$ cat src/sv/sorted_timer_event_queue_core_defines.svh
// Assertion macros for the sorted timer event queue.
`ifndef SORTED_TIMER_EVENT_QUEUE_CORE_DEFINES_SVH
`define SORTED_TIMER_EVENT_QUEUE_CORE_DEFINES_SVH

// same-cycle implication, sampled on clk, quiet during reset
`define STQ_ASSERT_NOW(lbl, ante, cons, msg) \
    lbl: assert property (@(posedge clk) disable iff (!rst_n) (ante) |-> (cons)) \
        else $error(msg);

// next-cycle implication, sampled on clk, quiet during reset
`define STQ_ASSERT_NEXT(lbl, ante, cons, msg) \
    lbl: assert property (@(posedge clk) disable iff (!rst_n) (ante) |=> (cons)) \
        else $error(msg);

`endif

$ cat src/sv/stq_pkg.sv
// Shared constants and types of the sorted timer event queue.
package stq_pkg;

    // command codes (input tuser)
    localparam logic [2:0] CMD_ADVANCE = 3'd0;
    localparam logic [2:0] CMD_SET_REL = 3'd1;
    localparam logic [2:0] CMD_SET_ABS = 3'd2;
    localparam logic [2:0] CMD_CANCEL  = 3'd3;
    localparam logic [2:0] CMD_RUN     = 3'd4;

    // result kinds (output tuser)
    localparam logic [1:0] KIND_ACK     = 2'd0;
    localparam logic [1:0] KIND_EVENT   = 2'd1;
    localparam logic [1:0] KIND_SUMMARY = 2'd2;

    localparam int TIME_W   = 64;
    localparam int TAG_W    = 32;
    localparam int ORDER_W  = 32;
    localparam int AMOUNT_W = 32;
    localparam int HANDLE_W = 4;

    // slot memory word: deadline lowest, then tag, then insertion order
    localparam int SLOT_W = TIME_W + TAG_W + ORDER_W;

    localparam int IN_DATA_W  = 136;
    localparam int OUT_DATA_W = 104;

    // one result word
    typedef struct packed {
        logic [1:0]          kind;
        logic                ok;
        logic [HANDLE_W-1:0] handle;
        logic [TAG_W-1:0]    tag;
        logic [TIME_W-1:0]   wait_usec;
        logic                last;
    } res_t;

endpackage

$ cat src/sv/sorted_timer_event_queue_core.sv
// Top level of the sorted timer event queue: control, slot scan and result register.
//
// A table of TIMERS pending timers keyed by a 64-bit microsecond deadline.
// Deadline, tag and insertion order of each slot live in one RAM with a
// registered read; the slot valid bits are flip-flops cleared at reset, so
// no clearing pass is needed. One command word is taken at a time.
// Advance, cancel and unused codes go straight to the output step. A set
// walks the valid bits one slot a cycle for the lowest free slot, through
// every slot when the table is full. A run makes one full pass over the RAM
// per result (a read of every slot, a decide step, an output step), so a
// run that fires k timers makes k + 1 passes; the single RAM read port
// forces a fresh pass for each result.
// A new command word is taken while the last result word still waits at the
// output. Equal deadlines fire in insertion order; a deadline equal to the
// current time has not expired.
`include "sorted_timer_event_queue_core_defines.svh"

module sorted_timer_event_queue_core #(
    parameter int TIMERS = 16
) (
    input  logic                           clk,
    input  logic                           rst_n,
    // input words
    input  logic                           s_axis_tvalid,
    output logic                           s_axis_tready,
    // amount_usec[31:0], deadline_usec[95:32], event_tag[127:96],
    // cancel_handle[131:128], zero pad[135:132]
    input  logic [stq_pkg::IN_DATA_W-1:0]  s_axis_tdata,
    // cmd[2:0]
    input  logic [2:0]                     s_axis_tuser,
    // result words
    output logic                           m_axis_tvalid,
    input  logic                           m_axis_tready,
    // ok[0], slot_handle[4:1], fired_tag[36:5], wait_usec[100:37], zero pad[103:101]
    output logic [stq_pkg::OUT_DATA_W-1:0] m_axis_tdata,
    // kind[1:0]
    output logic [1:0]                     m_axis_tuser,
    output logic                           m_axis_tlast
);

    localparam int IDX_W = (TIMERS > 1) ? $clog2(TIMERS) : 1;
    localparam int CNT_W = $clog2(TIMERS + 1);

    typedef enum logic [4:0] {
        ST_IDLE   = 5'b00001,
        ST_FREE   = 5'b00010,
        ST_SCAN   = 5'b00100,
        ST_DECIDE = 5'b01000,
        ST_EMIT   = 5'b10000
    } state_t;

    state_t state_reg, state_next;

    // command fields held for the whole command
    logic [stq_pkg::TIME_W-1:0]   deadline_reg, deadline_next;
    logic [stq_pkg::TAG_W-1:0]    tag_reg, tag_next;

    // architectural state
    logic [TIMERS-1:0]            valid_reg, valid_next;
    logic [stq_pkg::TIME_W-1:0]   now_reg, now_next;
    logic [stq_pkg::ORDER_W-1:0]  insert_count_reg, insert_count_next;

    // scan state
    logic [CNT_W-1:0]             cnt_reg, cnt_next;
    logic                         rd_pend_reg, rd_pend_next;
    logic [IDX_W-1:0]             rd_idx_reg, rd_idx_next;
    logic                         found_reg, found_next;
    logic [stq_pkg::TIME_W-1:0]   best_d_reg, best_d_next;
    logic [stq_pkg::ORDER_W-1:0]  best_age_reg, best_age_next;
    logic [stq_pkg::TAG_W-1:0]    best_tag_reg, best_tag_next;
    logic [IDX_W-1:0]             best_idx_reg, best_idx_next;

    // pending result and output register
    stq_pkg::res_t                res_reg, res_next;
    logic                         rescan_reg, rescan_next;
    logic                         out_valid_reg, out_valid_next;
    stq_pkg::res_t                out_res_reg, out_res_next;

    // RAM ports
    logic                         ram_wr_en;
    logic [IDX_W-1:0]             ram_wr_addr;
    logic [stq_pkg::SLOT_W-1:0]   ram_wr_data;
    logic                         ram_rd_en;
    logic [IDX_W-1:0]             ram_rd_addr;
    logic [stq_pkg::SLOT_W-1:0]   ram_rd_data;

    // input field views
    logic [2:0]                    in_cmd;
    logic [stq_pkg::AMOUNT_W-1:0]  in_amount;
    logic [stq_pkg::TIME_W-1:0]    in_deadline;
    logic [stq_pkg::TAG_W-1:0]     in_tag;
    logic [stq_pkg::HANDLE_W-1:0]  in_handle;

    // scan helpers
    logic [IDX_W-1:0]              cnt_idx;
    logic                          cnt_done;
    logic [stq_pkg::TIME_W-1:0]    rd_deadline;
    logic [stq_pkg::TAG_W-1:0]     rd_tag;
    logic [stq_pkg::ORDER_W-1:0]   rd_age;
    logic                          rd_better;
    logic                          out_free;
    logic                          in_accept;
    logic                          fire;

    assign in_amount   = s_axis_tdata[31:0];
    assign in_deadline = s_axis_tdata[95:32];
    assign in_tag      = s_axis_tdata[127:96];
    assign in_handle   = s_axis_tdata[131:128];
    assign in_cmd      = s_axis_tuser;

    assign s_axis_tready = (state_reg == ST_IDLE);
    assign in_accept     = s_axis_tvalid && s_axis_tready;
    assign out_free      = !out_valid_reg || m_axis_tready;

    assign cnt_idx  = cnt_reg[IDX_W-1:0];
    assign cnt_done = (cnt_reg == CNT_W'(TIMERS));

    // compare of the word read back against the best so far
    assign rd_deadline = ram_rd_data[stq_pkg::TIME_W-1:0];
    assign rd_tag      = ram_rd_data[stq_pkg::TIME_W +: stq_pkg::TAG_W];
    assign rd_age      = insert_count_reg
                       - ram_rd_data[stq_pkg::TIME_W + stq_pkg::TAG_W +: stq_pkg::ORDER_W];
    assign rd_better   = !found_reg || (rd_deadline < best_d_reg)
                       || ((rd_deadline == best_d_reg) && (rd_age > best_age_reg));

    // earliest entry has expired
    assign fire = found_reg && (best_d_reg < now_reg);

    // slot memory
    stq_ram #(
        .WIDTH (stq_pkg::SLOT_W),
        .DEPTH (TIMERS)
    ) u_slot_ram (
        .clk     (clk),
        .wr_en   (ram_wr_en),
        .wr_addr (ram_wr_addr),
        .wr_data (ram_wr_data),
        .rd_en   (ram_rd_en),
        .rd_addr (ram_rd_addr),
        .rd_data (ram_rd_data)
    );

    // control
    always_comb
    begin
        state_next        = state_reg;
        deadline_next     = deadline_reg;
        tag_next          = tag_reg;
        valid_next        = valid_reg;
        now_next          = now_reg;
        insert_count_next = insert_count_reg;
        cnt_next          = cnt_reg;
        rd_pend_next      = 1'b0;
        rd_idx_next       = cnt_idx;
        found_next        = found_reg;
        best_d_next       = best_d_reg;
        best_age_next     = best_age_reg;
        best_tag_next     = best_tag_reg;
        best_idx_next     = best_idx_reg;
        res_next          = res_reg;
        rescan_next       = rescan_reg;
        out_valid_next    = out_valid_reg && !m_axis_tready;
        out_res_next      = out_res_reg;
        ram_wr_en         = 1'b0;
        ram_wr_addr       = cnt_idx;
        ram_wr_data       = {insert_count_reg, tag_reg, deadline_reg};
        ram_rd_en         = 1'b0;
        ram_rd_addr       = cnt_idx;

        case (state_reg)
            ST_IDLE:
            begin
                res_next        = '0;
                res_next.kind   = stq_pkg::KIND_ACK;
                res_next.last   = 1'b1;
                rescan_next     = 1'b0;
                cnt_next        = '0;
                found_next      = 1'b0;
                tag_next        = in_tag;
                if (in_cmd == stq_pkg::CMD_SET_REL)
                begin
                    deadline_next = now_reg + stq_pkg::TIME_W'(in_amount);
                end
                else
                begin
                    deadline_next = in_deadline;
                end
                if (in_accept)
                begin
                    case (in_cmd)
                        stq_pkg::CMD_ADVANCE:
                        begin
                            now_next    = now_reg + stq_pkg::TIME_W'(in_amount);
                            res_next.ok = 1'b1;
                            state_next  = ST_EMIT;
                        end
                        stq_pkg::CMD_SET_REL, stq_pkg::CMD_SET_ABS:
                        begin
                            state_next = ST_FREE;
                        end
                        stq_pkg::CMD_CANCEL:
                        begin
                            if ((32'(in_handle) < TIMERS) && valid_reg[IDX_W'(in_handle)])
                            begin
                                valid_next[IDX_W'(in_handle)] = 1'b0;
                                res_next.ok = 1'b1;
                            end
                            state_next = ST_EMIT;
                        end
                        stq_pkg::CMD_RUN:
                        begin
                            state_next = ST_SCAN;
                        end
                        default:
                        begin
                            state_next = ST_EMIT;
                        end
                    endcase
                end
            end

            // lowest free slot, one valid bit a cycle
            ST_FREE:
            begin
                if (cnt_done)
                begin
                    state_next = ST_EMIT;
                end
                else if (!valid_reg[cnt_idx])
                begin
                    ram_wr_en           = 1'b1;
                    valid_next[cnt_idx] = 1'b1;
                    insert_count_next   = insert_count_reg + 1'b1;
                    res_next.ok         = 1'b1;
                    res_next.handle     = stq_pkg::HANDLE_W'(cnt_idx);
                    state_next          = ST_EMIT;
                end
                else
                begin
                    cnt_next = cnt_reg + 1'b1;
                end
            end

            // read every slot, keep the earliest valid one
            ST_SCAN:
            begin
                if (!cnt_done)
                begin
                    ram_rd_en    = 1'b1;
                    rd_pend_next = valid_reg[cnt_idx];
                    cnt_next     = cnt_reg + 1'b1;
                end
                else
                begin
                    state_next = ST_DECIDE;
                end
                if (rd_pend_reg && rd_better)
                begin
                    found_next    = 1'b1;
                    best_d_next   = rd_deadline;
                    best_age_next = rd_age;
                    best_tag_next = rd_tag;
                    best_idx_next = rd_idx_reg;
                end
            end

            // fire the earliest entry or close the run with a summary
            ST_DECIDE:
            begin
                res_next = '0;
                if (fire)
                begin
                    res_next.kind = stq_pkg::KIND_EVENT;
                    res_next.tag  = best_tag_reg;
                    valid_next[best_idx_reg] = 1'b0;
                    rescan_next   = 1'b1;
                end
                else
                begin
                    res_next.kind = stq_pkg::KIND_SUMMARY;
                    res_next.last = 1'b1;
                    if (found_reg)
                    begin
                        res_next.ok        = 1'b1;
                        res_next.wait_usec = best_d_reg - now_reg;
                    end
                    rescan_next = 1'b0;
                end
                state_next = ST_EMIT;
            end

            // hand the result to the output register
            ST_EMIT:
            begin
                if (out_free)
                begin
                    out_valid_next = 1'b1;
                    out_res_next   = res_reg;
                    cnt_next       = '0;
                    found_next     = 1'b0;
                    if (rescan_reg)
                    begin
                        state_next = ST_SCAN;
                    end
                    else
                    begin
                        state_next = ST_IDLE;
                    end
                end
            end

            default:
            begin
                state_next = ST_IDLE;
            end
        endcase
    end

    // control registers
    always_ff @(posedge clk or negedge rst_n)
    begin
        if (!rst_n)
        begin
            state_reg        <= ST_IDLE;
            valid_reg        <= '0;
            now_reg          <= '0;
            insert_count_reg <= '0;
            cnt_reg          <= '0;
            rd_pend_reg      <= 1'b0;
            found_reg        <= 1'b0;
            rescan_reg       <= 1'b0;
            out_valid_reg    <= 1'b0;
        end
        else
        begin
            state_reg        <= state_next;
            valid_reg        <= valid_next;
            now_reg          <= now_next;
            insert_count_reg <= insert_count_next;
            cnt_reg          <= cnt_next;
            rd_pend_reg      <= rd_pend_next;
            found_reg        <= found_next;
            rescan_reg       <= rescan_next;
            out_valid_reg    <= out_valid_next;
        end
    end

    // payload registers
    always_ff @(posedge clk)
    begin
        deadline_reg <= deadline_next;
        tag_reg      <= tag_next;
        rd_idx_reg   <= rd_idx_next;
        best_d_reg   <= best_d_next;
        best_age_reg <= best_age_next;
        best_tag_reg <= best_tag_next;
        best_idx_reg <= best_idx_next;
        res_reg      <= res_next;
        out_res_reg  <= out_res_next;
    end

    // output word
    assign m_axis_tvalid = out_valid_reg;
    assign m_axis_tuser  = out_res_reg.kind;
    assign m_axis_tlast  = out_res_reg.last;
    assign m_axis_tdata  = {3'b000, out_res_reg.wait_usec, out_res_reg.tag,
                            out_res_reg.handle, out_res_reg.ok};

    // checks
    `STQ_ASSERT_NOW(a_event_not_last, m_axis_tvalid && (m_axis_tuser == stq_pkg::KIND_EVENT), !m_axis_tlast, "expired event marked as last word")
    `STQ_ASSERT_NEXT(a_fired_slot_freed, (state_reg == ST_DECIDE) && fire, !valid_reg[$past(best_idx_reg)], "fired slot still valid")
    `STQ_ASSERT_NOW(a_count_only_on_store, insert_count_reg != $past(insert_count_reg), $past(state_reg == ST_FREE), "insert count moved outside a set")

endmodule

$ cat src/sv/stq_ram.sv
// Generic single-port-write, single-port-read RAM with registered read data.
module stq_ram #(
    parameter int WIDTH = 8,
    parameter int DEPTH = 16
) (
    input  logic                                    clk,
    input  logic                                    wr_en,
    input  logic [(DEPTH > 1 ? $clog2(DEPTH) : 1)-1:0] wr_addr,
    input  logic [WIDTH-1:0]                        wr_data,
    input  logic                                    rd_en,
    input  logic [(DEPTH > 1 ? $clog2(DEPTH) : 1)-1:0] rd_addr,
    output logic [WIDTH-1:0]                        rd_data
);

    logic [WIDTH-1:0] mem [DEPTH];
    logic [WIDTH-1:0] rd_data_reg;

    // write port
    always_ff @(posedge clk)
    begin
        if (wr_en)
        begin
            mem[wr_addr] <= wr_data;
        end
    end

    // registered read port
    always_ff @(posedge clk)
    begin
        if (rd_en)
        begin
            rd_data_reg <= mem[rd_addr];
        end
    end

    assign rd_data = rd_data_reg;

endmodule

$ cat config.mk
export PLATFORM = sky130hd
export DESIGN_NAME = sorted_timer_event_queue_core
export DESIGN_NICKNAME = d
export VERILOG_FILES = /design/src/sv/stq_pkg.sv /design/src/sv/sorted_timer_event_queue_core.sv /design/src/sv/stq_ram.sv
export VERILOG_INCLUDE_DIRS = /design/src /design/src/sv
export SDC_FILE = /design/constraint.sdc
export NUM_CORES = 2
export LEC_CHECK = 0
export BUFFER_PORTS_ARGS = -buffer_cell sky130_fd_sc_hd__buf_4
export CAP_MARGIN = 20
export CORE_MARGIN = 5
export CORE_UTILIZATION = 45
export DETAILED_ROUTE_END_ITERATION = 8
export PLACE_DENSITY = 0.68
export SLEW_MARGIN = 25
export SYNTH_ARGS = -nofsm -noshare
export SYNTH_HDL_FRONTEND = slang
export SYNTH_SLANG_ARGS = --single-unit
$ cat constraint.sdc
create_clock -name clk -period 28.6 [get_ports clk]
set_input_delay 0 -clock clk [delete_from_list [all_inputs] [get_ports clk]]
set_output_delay 0 -clock clk [all_outputs]
set_load 0.02 [all_outputs]
==> reports/results.tsv <==
stage	metric	value	unit
floorplanning	DIE AREA	0.2568	mm^2
drt	antenna viol nets, final	0	
grt	gr usage total	20.60	%
clock_network	clock tree buffer depth	4	
run_status	status	finished clean	
logic_synthesis	Yosys top cell area share	70.64	%
pwr	maximum VDD drop	64.73	uV
logic_synthesis	register area share after synthesis	73.56	%
timing	setup violators final	0	
timing	Final Skew	69.28	ps
floorplanning	Starting Density	45.19	%
logic_synthesis	Netlist Area Pre-Place	0.1110	mm^2
drt	Vias/cell	5.884	
clock_network	Clk Latency, worst-skew pair	920	ps
clock_network	Sink Count	2742	
drt	Iter 0 DRT Violations	6318	
logic_synthesis	largest cells by area after synthesis	edfxtp_1 71%, mux4_2 13%, dfrtp_1 2.8%	
logic_synthesis	mean post-synth cell area	19.15	um^2
logic_synthesis	Yosys reg bits	2742	
cells_and_area	Layout fillers	18990	
drt	WL final	267.7	mm
timing	final hold violations	0	
clock_network	Num CTS Buffers	291	
place	dpl cells	9135	
logic_synthesis	Post-synth EDFFs	2612	
clock_network	clock slew at reported path FFs	60	ps
logic_synthesis	area leader, netlist	edfxtp_1	
worst_setup_path	crit path max fanout	55	
place	placer congestion estimate	0.9337	
clock_network	cts repair resizes	0	
floorplanning	Die Y	506.7	um
pwr	Flop pwr share	49.7	%
grt	vias in the first global route	59060	
floorplanning	Core Rows	182	
timing	Achievable Freq	0.1263	GHz
pwr	Tot Pwr	10670	uW
grt	GRT overflow	0	
clock_network	CTS tree	done	
floorplanning	Core ar.	0.2457	mm^2
flow_run	Max Cap Violations	0	
worst_setup_path	Worst setup EP type	flip-flop	
logic_synthesis	Ys Warns	0	
worst_setup_path	r2r setup slk	20680	ps
pwr	Clk pwr share	33.8	%
logic_synthesis	top_reg_cell synth	edfxtp_1	
drt	drt pass-1 iters	6	
timing	count of pins over their slew limit	0	
place	I/O Buffers	244	
grt	largest net degree at the start of global routing	142	
cells_and_area	Final #Nets	6826	
floorplanning	die width	506.7	um
timing	worst slew pin tran	1072	ps
pwr	combinational share of power	16.5	%
min_path	type of the worst min-delay path	input port to flip-flop	
timing	Final min period	7917	ps
timing	slew margin rel.	28.34	%
worst_setup_path	required time of the critical path	29080	ps
drt	post-route DRC violation count	0	
clock_network	H-tree levels	5	
cells_and_area	area grow syn2layout	15.92	%
timing	Fin Setup TNS	0	ps
pwr	pwr/cell area	82.90	mW/mm^2
cells_and_area	Largest register FFs	2048	
logic_synthesis	Cells after Synth	5797	
worst_setup_path	Worst Setup Path Type	flip-flop to flip-flop	
logic_synthesis	share of flip-flops with an asynchronous set or reset	4.595	%
timing	RSZ-0062 raised after global routing	no	
cells_and_area	Multi-input gate area	0.02771	mm^2
drt	Routed WL per cell	27.06	um
clock_network	clk root buf	clkbuf_16	
place	post-DP HPWL	150.4	mm
pwr	Pint	7893	uW
pwr	Sw Share	26.02	%
grt	first-pass GRT wire length	394.2	mm
grt	initial antenna violation count	13	
pwr	P_sw	2776	uW
logic_synthesis	Yosys cell types	75	
timing	post-route clock period utilization	27.68	%
cells_and_area	Final Instance Count excl. Fillers	9890	
worst_setup_path	signal arrival time at the worst endpoint	8400	ps
drt	Vias	58190	
worst_setup_path	Setup crit start kind	flip-flop	
cells_and_area	layout cells sized above 1	21.86	%
floorplanning	I/O pins	252	
pwr	LEAKAGE	0.04317	uW
cells_and_area	Reg area	0.08168	mm^2
-- Yosys cell counts (14+ instances only) --
cell / instances
edfxtp_1: 2612
mux4_2: 650
nand2_1: 244
inv_1: 242
ha_1: 228
o21ai_0: 191
a21oi_1: 183
clkbuf_1: 180
nor2_1: 175
xnor2_1: 151
dfrtp_1: 125
a21o_1: 99
nand3_1: 70
nand4_1: 63
xor2_1: 54
nor3_1: 49
buf_1: 47
and2_1: 42
nor2b_1: 36
a31oi_1: 33
nand2b_1: 33
nor4_1: 26
a211oi_1: 25
and3_1: 22
o211ai_1: 21
o21a_1: 18
o21bai_1: 14
-- cells in the final DEF, fill, tap and decap left out, types with 36 or more instances in the layout --
master and n:
clkinv_2 42, dfrtp_1 121, edfxtp_1 2612, clkbuf_1 64, nand2_1 243, mux4_2 650
xor2_1 54, buf_4 339, and2_1 42, a21o_1 99, nor2_1 163, dlygate4sd3_1 243
xnor2_1 151, clkinv_1 49, clkbuf_16 296, o21ai_0 189, inv_1 240, nor3_1 45
a21oi_1 183, nand4_1 63, nand3_1 70, ha_1 228, nor2b_1 36
-- power groups by stage --
| stage | logic, uW | registers (uW) | clock network (uW) |
|---|---|---|---|
| 2_1_floorplan | 1190 | 5290 | 0 |
| 3_3_place_gp | 1670 | 5350 | 0 |
| 3_5_place_dp | 1690 | 5390 | 0 |
| 4_1_cts | 1770 | 5310 | 3680 |
| 5_1_grt | 1900 | 5350 | 3850 |
| 6_report | 1760 | 5300 | 3610 |
-- per-layer routing --
metal	GRT usage, %	part of all wire [%]
met1	29.00	41
met5	0	0.0049
met2	33.58	48
met4	6.057	3.0
met3	3.241	7.5
-- repair_timing --
item                      in CTS  in global routing
setup buffers                  0                  0
hold endpoints to repair     262                  0
hold buffers                 244                  0
-- critical path, cell delays in order, from the launching register on --
cell and delay [ps]:
dfrtp_1 760, inv_1 170, ha_1 250, inv_1 60, fa_1 190, a21oi_1 90
o21ai_0 240, a21oi_1 160, o21ai_0 640, nand4_1 280, a41oi_1 440, a21oi_1 150
inv_1 70, a21oi_1 70, xnor2_1 160, ha_1 310, and4_1 190, nand3_1 90
or4_1 560, nor3_1 290, a221oi_1 130, o211ai_1 120, a21oi_1 280, o21ai_4 140
buf_4 750, buf_4 790
-- cell type report --
type | count | share of cell area [%]
antenna | 8 | 0.01555
clock buffer | 371 | 6.059
clock inverter | 132 | 0.9692
inverter | 242 | 0.7135
multi-input combinational | 2577 | 21.53
sequential | 2742 | 63.47
tap | 3220 | 3.130
timing repair buffer | 598 | 4.120
-- path summary, 6_finish.rpt --
kind	startpoint	end	cells past startpoint
min reg2reg	u_slot_ram.rd_data[72]$_DFFE_PP_	best_tag_reg[8]$_DFFE_PP_	0
max in group asynchronous	rst_n	now_reg[9]$_DFFE_PN0P_	4
min	s_axis_tdata[83]	deadline_reg[51]$_DFFE_PP_	4
max reg2reg	insert_count_reg[0]$_DFFE_PN0P_	best_tag_reg[7]$_DFFE_PP_	25
max	insert_count_reg[0]$_DFFE_PN0P_	best_tag_reg[7]$_DFFE_PP_	25
min in group asynchronous	rst_n	state_reg[0]$_DFFE_PN1P_	3
-- cells by family (layout without fill, tap and decap cells) --
family,Yosys count,after routing,synth area share (%)
flip-flops,2742,2742,73.56
AND/OR/NAND/NOR,819,819,3.617
AO/OA/AOI/OAI,663,663,3.694
multiplexers,656,656,13.24
buffers and inverters,480,1343,1.644
adder cells (fa/ha/maj),231,231,2.623
XOR/XNOR,205,205,1.617
other,1,11,0.003377
-- metrics by stage --
stage                     setup slack [ps]  area (um^2)  util (%)  hold slack [ps]
final                                20680       128700     52.38            71.35
after detailed placement             20850       117200     47.69            138.1
after floorplan                      16440       111000         -           -295.6
after CTS                            20740       128700     52.37            4.622
after global routing                 20230       128700     52.38            38.16
after global placement               20910       117000     47.62            135.8
Note: power is estimated with default switching activity, not from simulation.
